===== src/mcr_pkg.sv =====
`default_nettype none
// ----------------------------------------------------------------------------
// Midpoint circle rasteriser package
// Shared widths, codes and the step word passed from the step unit to the
// pixel serialiser.
// ----------------------------------------------------------------------------
package mcr_pkg;

	localparam int COORD_BITS  = 10;
	localparam int RADIUS_BITS = 8;
	localparam int PIX_W       = 12;
	localparam int COLOUR_W    = 8;
	localparam int MIRROR_W    = 3;

	localparam logic [MIRROR_W-1:0] MIRROR_LAST = 3'd7;
	localparam logic [COLOUR_W-1:0] FULL_ALPHA  = 8'hFF;

	localparam logic MODE_START    = 1'b0;
	localparam logic MODE_CONTINUE = 1'b1;

	typedef struct packed {
		logic                idle;
		logic                finished;
		logic [PIX_W-1:0]    maj;
		logic [PIX_W-1:0]    mnr;
		logic [PIX_W-1:0]    cx;
		logic [PIX_W-1:0]    cy;
		logic [COLOUR_W-1:0] red;
		logic [COLOUR_W-1:0] green;
		logic [COLOUR_W-1:0] blue;
		logic [COLOUR_W-1:0] alpha;
	} step_t;

endpackage
`default_nettype wire


===== src/mcr_step.sv =====
`default_nettype none
// ----------------------------------------------------------------------------
// Midpoint circle step unit
// Holds the circle state, applies the octant step rule on each accepted word
// and presents the offsets to mirror for that word.
// ----------------------------------------------------------------------------
module mcr_step #(
	parameter int COORD_BITS  = mcr_pkg::COORD_BITS,
	parameter int RADIUS_BITS = mcr_pkg::RADIUS_BITS
) (
	input  wire logic                               clk,
	input  wire logic                               arst_n,
	input  wire logic                               accept,
	input  wire logic                               mode,
	input  wire logic [COORD_BITS-1:0]              center_x,
	input  wire logic [COORD_BITS-1:0]              center_y,
	input  wire logic [RADIUS_BITS-1:0]             radius,
	input  wire logic [mcr_pkg::COLOUR_W-1:0]       red,
	input  wire logic [mcr_pkg::COLOUR_W-1:0]       green,
	input  wire logic [mcr_pkg::COLOUR_W-1:0]       blue,
	input  wire logic [mcr_pkg::COLOUR_W-1:0]       alpha,
	input  wire logic                               outline_only,
	output mcr_pkg::step_t                          step
);

	localparam int OFS_W = RADIUS_BITS + 2;
	localparam int ERR_W = RADIUS_BITS + 4;

	logic                          busy_q;
	logic [COORD_BITS-1:0]         cx_q, cy_q;
	logic [RADIUS_BITS-1:0]        ring_q;
	logic signed [OFS_W-1:0]       maj_q, min_q;
	logic signed [ERR_W-1:0]       err_q;
	logic [mcr_pkg::COLOUR_W-1:0]  red_q, green_q, blue_q, alpha_q;
	logic                          outline_q;

	logic                          start, small_fill, idle_out;
	logic [COORD_BITS-1:0]         cx0, cy0;
	logic [RADIUS_BITS-1:0]        rr0, rr_dec;
	logic signed [OFS_W-1:0]       maj0, min0, min1, maj2;
	logic signed [ERR_W-1:0]       err0, err1, err2, inc_min, dec_maj;
	logic [mcr_pkg::COLOUR_W-1:0]  red0, green0, blue0, alpha0;
	logic                          outline0, wrap, finished;

	always_comb begin
		start      = (mode == mcr_pkg::MODE_START);
		small_fill = start && !outline_only && (radius < RADIUS_BITS'(2));
		idle_out   = small_fill || (!start && !busy_q);
		if (start) begin
			cx0      = center_x;
			cy0      = center_y;
			rr0      = radius;
			maj0     = $signed({2'b00, radius});
			min0     = '0;
			err0     = '0;
			red0     = red;
			green0   = green;
			blue0    = blue;
			alpha0   = alpha;
			outline0 = outline_only;
		end else begin
			cx0      = cx_q;
			cy0      = cy_q;
			rr0      = ring_q;
			maj0     = maj_q;
			min0     = min_q;
			err0     = err_q;
			red0     = red_q;
			green0   = green_q;
			blue0    = blue_q;
			alpha0   = alpha_q;
			outline0 = outline_q;
		end
	end

	always_comb begin
		if (err0[ERR_W-1] || (err0 == '0)) begin
			min1 = min0 + OFS_W'(1);
		end else begin
			min1 = min0;
		end
		inc_min = ERR_W'($signed({min1, 1'b1}));
		if (err0[ERR_W-1] || (err0 == '0)) begin
			err1 = err0 + inc_min;
		end else begin
			err1 = err0;
		end
		if (!err1[ERR_W-1] && (err1 != '0)) begin
			maj2 = maj0 - OFS_W'(1);
		end else begin
			maj2 = maj0;
		end
		dec_maj = ERR_W'($signed({maj2, 1'b1}));
		if (!err1[ERR_W-1] && (err1 != '0)) begin
			err2 = err1 - dec_maj;
		end else begin
			err2 = err1;
		end
		wrap     = (maj2 < min1);
		finished = wrap && (outline0 || (rr0 < RADIUS_BITS'(3)));
		rr_dec   = rr0 - RADIUS_BITS'(1);
	end

	always_comb begin
		step.idle     = idle_out;
		step.finished = finished;
		step.maj      = mcr_pkg::PIX_W'(maj0);
		step.mnr      = mcr_pkg::PIX_W'(min0);
		step.cx       = mcr_pkg::PIX_W'(cx0);
		step.cy       = mcr_pkg::PIX_W'(cy0);
		step.red      = red0;
		step.green    = green0;
		step.blue     = blue0;
		step.alpha    = outline0 ? alpha0 : mcr_pkg::FULL_ALPHA;
	end

	always_ff @(posedge clk or negedge arst_n) begin
		if (!arst_n) begin
			busy_q    <= 1'b0;
			cx_q      <= '0;
			cy_q      <= '0;
			ring_q    <= '0;
			maj_q     <= '0;
			min_q     <= '0;
			err_q     <= '0;
			red_q     <= '0;
			green_q   <= '0;
			blue_q    <= '0;
			alpha_q   <= '0;
			outline_q <= 1'b0;
		end else if (accept) begin
			if (start) begin
				cx_q      <= center_x;
				cy_q      <= center_y;
				red_q     <= red;
				green_q   <= green;
				blue_q    <= blue;
				alpha_q   <= alpha;
				outline_q <= outline_only;
			end
			if (small_fill) begin
				busy_q <= 1'b0;
				ring_q <= radius;
				maj_q  <= '0;
				min_q  <= '0;
				err_q  <= '0;
			end else if (!idle_out) begin
				busy_q <= !finished;
				if (wrap && !finished) begin
					ring_q <= rr_dec;
					maj_q  <= $signed({2'b00, rr_dec});
					min_q  <= '0;
					err_q  <= '0;
				end else begin
					ring_q <= rr0;
					maj_q  <= maj2;
					min_q  <= min1;
					err_q  <= err2;
				end
			end
		end
	end

endmodule
`default_nettype wire


===== src/midpoint_circle_rasterizer.sv =====
`default_nettype none
// ----------------------------------------------------------------------------
// Midpoint circle rasteriser
// Draws outline or filled circles one octant step per input word, eight
// mirrored pixels per step.
// ----------------------------------------------------------------------------
// Each start or continue word is accepted and its step is worked out straight
// away; the step then leaves as eight pixel words, one per cycle while
// out_ready is high, through a single output register, and a new input word
// is taken in the cycle its predecessor's last pixel moves out. A continue
// word with no circle in progress, or a filled start with radius below two,
// gives a single word with pixel_valid low, last_of_step and circle_done
// high. Pixel coordinates wrap to 12 bits.
module midpoint_circle_rasterizer #(
	parameter int COORD_BITS  = mcr_pkg::COORD_BITS,
	parameter int RADIUS_BITS = mcr_pkg::RADIUS_BITS
) (
	input  wire logic                                clk,
	input  wire logic                                arst_n,
	input  wire logic                                in_valid,
	output logic                                     in_ready,
	input  wire logic                                mode,
	input  wire logic [COORD_BITS-1:0]               center_x,
	input  wire logic [COORD_BITS-1:0]               center_y,
	input  wire logic [RADIUS_BITS-1:0]              radius,
	input  wire logic [mcr_pkg::COLOUR_W-1:0]        red,
	input  wire logic [mcr_pkg::COLOUR_W-1:0]        green,
	input  wire logic [mcr_pkg::COLOUR_W-1:0]        blue,
	input  wire logic [mcr_pkg::COLOUR_W-1:0]        alpha,
	input  wire logic                                outline_only,
	output logic                                     out_valid,
	input  wire logic                                out_ready,
	output logic signed [mcr_pkg::PIX_W-1:0]         pixel_x,
	output logic signed [mcr_pkg::PIX_W-1:0]         pixel_y,
	output logic [mcr_pkg::COLOUR_W-1:0]             out_red,
	output logic [mcr_pkg::COLOUR_W-1:0]             out_green,
	output logic [mcr_pkg::COLOUR_W-1:0]             out_blue,
	output logic [mcr_pkg::COLOUR_W-1:0]             out_alpha,
	output logic                                     pixel_valid,
	output logic                                     last_of_step,
	output logic                                     circle_done
);

	mcr_pkg::step_t                    step_new, step_s1;
	logic                              step_valid_s1;
	logic [mcr_pkg::MIRROR_W-1:0]      mirror_s1;

	logic                              out_valid_q;
	logic [mcr_pkg::PIX_W-1:0]         px_q, py_q;
	logic [mcr_pkg::COLOUR_W-1:0]      red_q, green_q, blue_q, alpha_q;
	logic                              pvalid_q, last_q, done_q;

	logic                              accept, load, emit, step_last, release_step;
	logic [mcr_pkg::PIX_W-1:0]         dx, dy;

	mcr_step #(
		.COORD_BITS  (COORD_BITS),
		.RADIUS_BITS (RADIUS_BITS)
	) u_step (
		.clk          (clk),
		.arst_n       (arst_n),
		.accept       (accept),
		.mode         (mode),
		.center_x     (center_x),
		.center_y     (center_y),
		.radius       (radius),
		.red          (red),
		.green        (green),
		.blue         (blue),
		.alpha        (alpha),
		.outline_only (outline_only),
		.step         (step_new)
	);

	always_comb begin
		load         = !out_valid_q || out_ready;
		emit         = load && step_valid_s1;
		step_last    = step_s1.idle || (mirror_s1 == mcr_pkg::MIRROR_LAST);
		release_step = emit && step_last;
		in_ready     = !step_valid_s1 || release_step;
		accept       = in_valid && in_ready;
	end

	// mirror the octant offset into the current octant
	always_comb begin
		case (mirror_s1)
			3'd0: begin dx = step_s1.maj;  dy = step_s1.mnr;  end
			3'd1: begin dx = step_s1.mnr;  dy = step_s1.maj;  end
			3'd2: begin dx = -step_s1.mnr; dy = step_s1.maj;  end
			3'd3: begin dx = -step_s1.maj; dy = step_s1.mnr;  end
			3'd4: begin dx = -step_s1.maj; dy = -step_s1.mnr; end
			3'd5: begin dx = -step_s1.mnr; dy = -step_s1.maj; end
			3'd6: begin dx = step_s1.mnr;  dy = -step_s1.maj; end
			3'd7: begin dx = step_s1.maj;  dy = -step_s1.mnr; end
			default: begin dx = '0; dy = '0; end
		endcase
	end

	always_ff @(posedge clk or negedge arst_n) begin
		if (!arst_n) begin
			step_valid_s1 <= 1'b0;
			mirror_s1     <= '0;
		end else begin
			if (accept) begin
				step_valid_s1 <= 1'b1;
				mirror_s1     <= '0;
			end else if (release_step) begin
				step_valid_s1 <= 1'b0;
				mirror_s1     <= '0;
			end else if (emit) begin
				mirror_s1     <= mirror_s1 + mcr_pkg::MIRROR_W'(1);
			end
		end
	end

	always_ff @(posedge clk) begin
		if (accept) begin
			step_s1 <= step_new;
		end
	end

	always_ff @(posedge clk or negedge arst_n) begin
		if (!arst_n) begin
			out_valid_q <= 1'b0;
		end else if (load) begin
			out_valid_q <= step_valid_s1;
		end
	end

	always_ff @(posedge clk) begin
		if (emit) begin
			if (step_s1.idle) begin
				px_q     <= '0;
				py_q     <= '0;
				red_q    <= '0;
				green_q  <= '0;
				blue_q   <= '0;
				alpha_q  <= '0;
				pvalid_q <= 1'b0;
				last_q   <= 1'b1;
				done_q   <= 1'b1;
			end else begin
				px_q     <= step_s1.cx + dx;
				py_q     <= step_s1.cy + dy;
				red_q    <= step_s1.red;
				green_q  <= step_s1.green;
				blue_q   <= step_s1.blue;
				alpha_q  <= step_s1.alpha;
				pvalid_q <= 1'b1;
				last_q   <= step_last;
				done_q   <= step_last && step_s1.finished;
			end
		end
	end

	always_comb begin
		out_valid    = out_valid_q;
		pixel_x      = $signed(px_q);
		pixel_y      = $signed(py_q);
		out_red      = red_q;
		out_green    = green_q;
		out_blue     = blue_q;
		out_alpha    = alpha_q;
		pixel_valid  = pvalid_q;
		last_of_step = last_q;
		circle_done  = done_q;
	end

endmodule
`default_nettype wire

===== config.mk =====
export PLATFORM = sky130hd
export DESIGN_NAME = midpoint_circle_rasterizer
export DESIGN_NICKNAME = d
export VERILOG_FILES = /design/src/mcr_pkg.sv /design/src/mcr_step.sv /design/src/midpoint_circle_rasterizer.sv
export SDC_FILE = /design/constraint.sdc
export NUM_CORES = 1
export LEC_CHECK = 0
export BUFFER_PORTS_ARGS = -buffer_cell sky130_fd_sc_hd__clkbuf_2
export CAP_MARGIN = 10
export CORE_UTILIZATION = 65
export CTS_CLUSTER_DIAMETER = 30
export DETAILED_ROUTE_END_ITERATION = 16
export GPL_TIMING_DRIVEN = 0
export PLACE_DENSITY = 0.84
export SLEW_MARGIN = 20
export SYNTH_ARGS = -nofsm -noshare
export SYNTH_HDL_FRONTEND = slang
export SYNTH_SLANG_ARGS = --single-unit

===== constraint.sdc =====
create_clock -name clk -period 20 [get_ports clk]
set_clock_uncertainty 0.2 [all_clocks]
set_input_delay 3 -clock clk [delete_from_list [all_inputs] [get_ports clk]]
set_output_delay 3 -clock clk [all_outputs]
set_load 0.01 [all_outputs]

==> run summary <==
Largest net degree at the start of global routing = 73
Routed WL per cell = 20.1 um
Via density = 6.11
Worst VDD drop = 0.114 mV
Highest-count cells in the layout ignoring fill and taps = 133 x edfxtp_1, 125 x nand2_1, 125 x clkbuf_2
Remaining antenna violation count = 0
Reg2Reg Setup Slack = 11560 ps
Vias in the first global route = 10500
Worst Tran Pin Value = 910 ps
Critical Path AT = 12860 ps
Setup Fix Bufs, Post-CTS = 0
Die width = 145 um
Final setup vio count = 0
Post-synth top area share = 0.302
HPWL after detailed placement = 23300 um
Layout cell share with drive strength beyond 1 = 0.219
Final wirelength = 34400 um
Hold Path Depth = 2
Yosys warns = 0
GRT overflow = 0
Status = finished clean
Crit-path max FO = 10
Clock Latency Late Sink = 520 ps
HP Class = register to register
First-pass GRT wire length = 54000 um
I/O pin total = 127
Crit path largest cell delay = 750 ps
Seq/Total Area, Yosys = 0.490
Drt first-iter violations = 825
Final hold violation count = 0
CP Data Required Time = 20180 ps
Final setup TNS = 0 ps
Syn nets = 1376
Slowest CP cell = buf_1
Hold EP = u_step.maj_q[9]
Initial core utilization = 0.670
Combinational share of power = 0.374
Netlist Area Pre-Place = 0.0132 mm^2
TritonCTS clock tree = built
Die area = 0.0209 mm^2
Core Region = 0.0197 mm^2
Final Critical Period = 12690 ps
Top cells by area, synth = edfxtp_1 30%, dfrtp_1 19%, mux2_2 8.4%, ha_1 5.9%, nand2_1 3.6%
Count of cell types in the netlist = 67
Synth async-reset ratio = 0.427
Hold WS = 289 ps
P_sw = 0.821 mW
Post-CTS Hold Buffers = 0
CTS root buf = clkbuf_16
Final worst path period share = 0.634
Sequential group share of total power = 0.317
Drt pass-1 iters = 6
Clk pwr share = 0.309
Max Cap Viol = 0
RD Place Congestion = 0.987
Hold_sp = u_step.maj_q[9]
Clk slew on worst S/H paths = 50 ps
Sw Ratio = 0.355
Startpoint types = input pin
Slew HR = 0.393
Synthesized area per cell = 10.6 um^2
P_int = 1.49 mW
Buffer and inverter count on the worst path = 11
Die height = 145 um
Total power = 2.31 mW
Crit Path Category = input pin to register
Max-slew violations = 0
Commonest non-fill, non-tap cell in the layout = edfxtp_1
Post-layout nets = 1547
Worst path top cell family by delay = buffers and inverters
Setup crit end kind = register
Main synth FF type = edfxtp_1
Overall via count from detail_route = 10500
Post-synthesis cell count = 1244
Post-synth EDFFs = 133
H-tree Lvls = 2
Initial antenna violation count = 1
#FFs+latches synth = 232
IO buf count = 126
Clock buffer count from CTS = 40
Fin util = 0.796
Post-CTS sizing = 0
Power Dens Cells = 147 mW/mm^2
Clk sink count = 232
RSZ-0062 raised after global routing = no
Synth-to-Final Area Change = 18.8%
Reg2Reg Launch Point = u_step.err_q[2]
P_leak = 6.74 nW
R2R depth = 32
Std cell rows = 51
RR Endpoint = u_step.err_q[3]
Remaining DRCs = 0
Largest area contributor in the netlist = edfxtp_1
GRT Total Usage = 0.340
Max Freq = 0.0788 GHz
CTS max path bufs = 3
-- area by class of cell --
cell class | count | area (um^2)
timing repair buffer | 129 | 722
sequential | 232 | 6470
fill | 1213 | 4030
clock inverter | 27 | 359
multi-input combinational | 892 | 6270
tap | 265 | 332
inverter | 77 | 289
antenna | 2 | 5.00
clock buffer | 46 | 1050
buffer | 43 | 184
-- worst register-to-register path: cells and delay by family, from the launching register on --
| family | cells | cell delay, ps |
|---|---|---|
| AO/OA/AOI/OAI | 14 | 3210 |
| AND/OR/NAND/NOR | 10 | 2350 |
| buffers and inverters | 4 | 970 |
| adder cells (fa/ha/maj) | 2 | 600 |
| XOR/XNOR | 2 | 500 |
| flip-flops | 1 | 430 |
-- power groups by stage --
| stage | Clock, mW | Combinational (mW) | Sequential [mW] |
|---|---|---|---|
| 6_report | 0.714 | 0.865 | 0.732 |
| 5_1_grt | 0.737 | 0.956 | 0.745 |
| 4_1_cts | 0.716 | 0.854 | 0.730 |
| 3_5_place_dp | 0 | 0.832 | 0.733 |
| 3_3_place_gp | 0 | 0.800 | 0.727 |
| 2_1_floorplan | 0 | 0.620 | 0.727 |
-- registers in the layout, indices dropped and copies added (netlist names), 3 cells and up --
name,flops
out_blue,8
u_step.min_q,10
pixel_y,12
u_step.blue_q,8
u_step.cx_q,10
u_step.maj_q,10
u_step.err_q,12
step_s1,74
u_step.cy_q,10
out_red,8
u_step.green_q,8
u_step.ring_q,8
u_step.alpha_q,8
out_alpha,8
out_green,8
u_step.red_q,8
pixel_x,12
mirror_s1,3
-- kinds of logic (layout without fill, tap and decap cells) --
group | count (synthesis) | count (layout) | synth area share
simple gates | 377 | 377 | 0.139
fa+ha+maj | 66 | 66 | 0.0648
flops | 232 | 232 | 0.490
buf+inv | 120 | 322 | 0.0355
other cells | 0 | 2 | 0
mux | 121 | 121 | 0.101
xor+xnor | 64 | 64 | 0.0430
compound gates | 264 | 264 | 0.127
-- cells in the mapped netlist, drive strengths merged (6+ instances only) --
master,instances
nor4,7
dfrtp,99
buf,18
o21ai,90
inv,77
nand2b,10
o21a,6
edfxtp,133
a21oi,73
clkbuf,25
o22ai,6
a21o,14
o311ai,8
o31ai,7
nand3,10
nor2b,54
a22oi,6
nand4,8
xor2,18
a221o,8
or3,17
xnor2,46
nand2,125
mux2i,22
and2,20
nor2,73
nor3,36
o21bai,13
ha,62
mux2,99
-- metrics by stage --
stage	setup WS, ps	cell area (um^2)	std cells
floorplan	9810	13200	1244
global placement	7130	14200	1635
detailed placement	7160	14300	1638
CTS	7620	15700	1711
global route	6530	15700	1712
finish	7310	15700	1713
-- how the worst max path moves through the flow --
stage | slack (ps) | end | cells past startpoint | from
after floorplan | 9810 | u_step.ring_q[3] | 33 | mode
after global placement | 7130 | u_step.err_q[3] | 34 | mode
after detailed placement | 7160 | u_step.err_q[3] | 35 | mode
after CTS | 7620 | u_step.err_q[3] | 35 | mode
after global routing | 6530 | u_step.err_q[10] | 35 | mode
final | 7310 | u_step.err_q[3] | 34 | mode
-- metal layers --
metal  routed length, um  track usage  part of all wire  up-vias
met5                   0            0                 0        -
met4                1600        0.170             0.047        0
met3                2570       0.0599             0.075      125
met2               16900        0.576              0.49      497
met1               13300        0.419              0.39     5005
li1                    -            -                 -     4832
No activity file was read; power rests on OpenSTA's default activity.
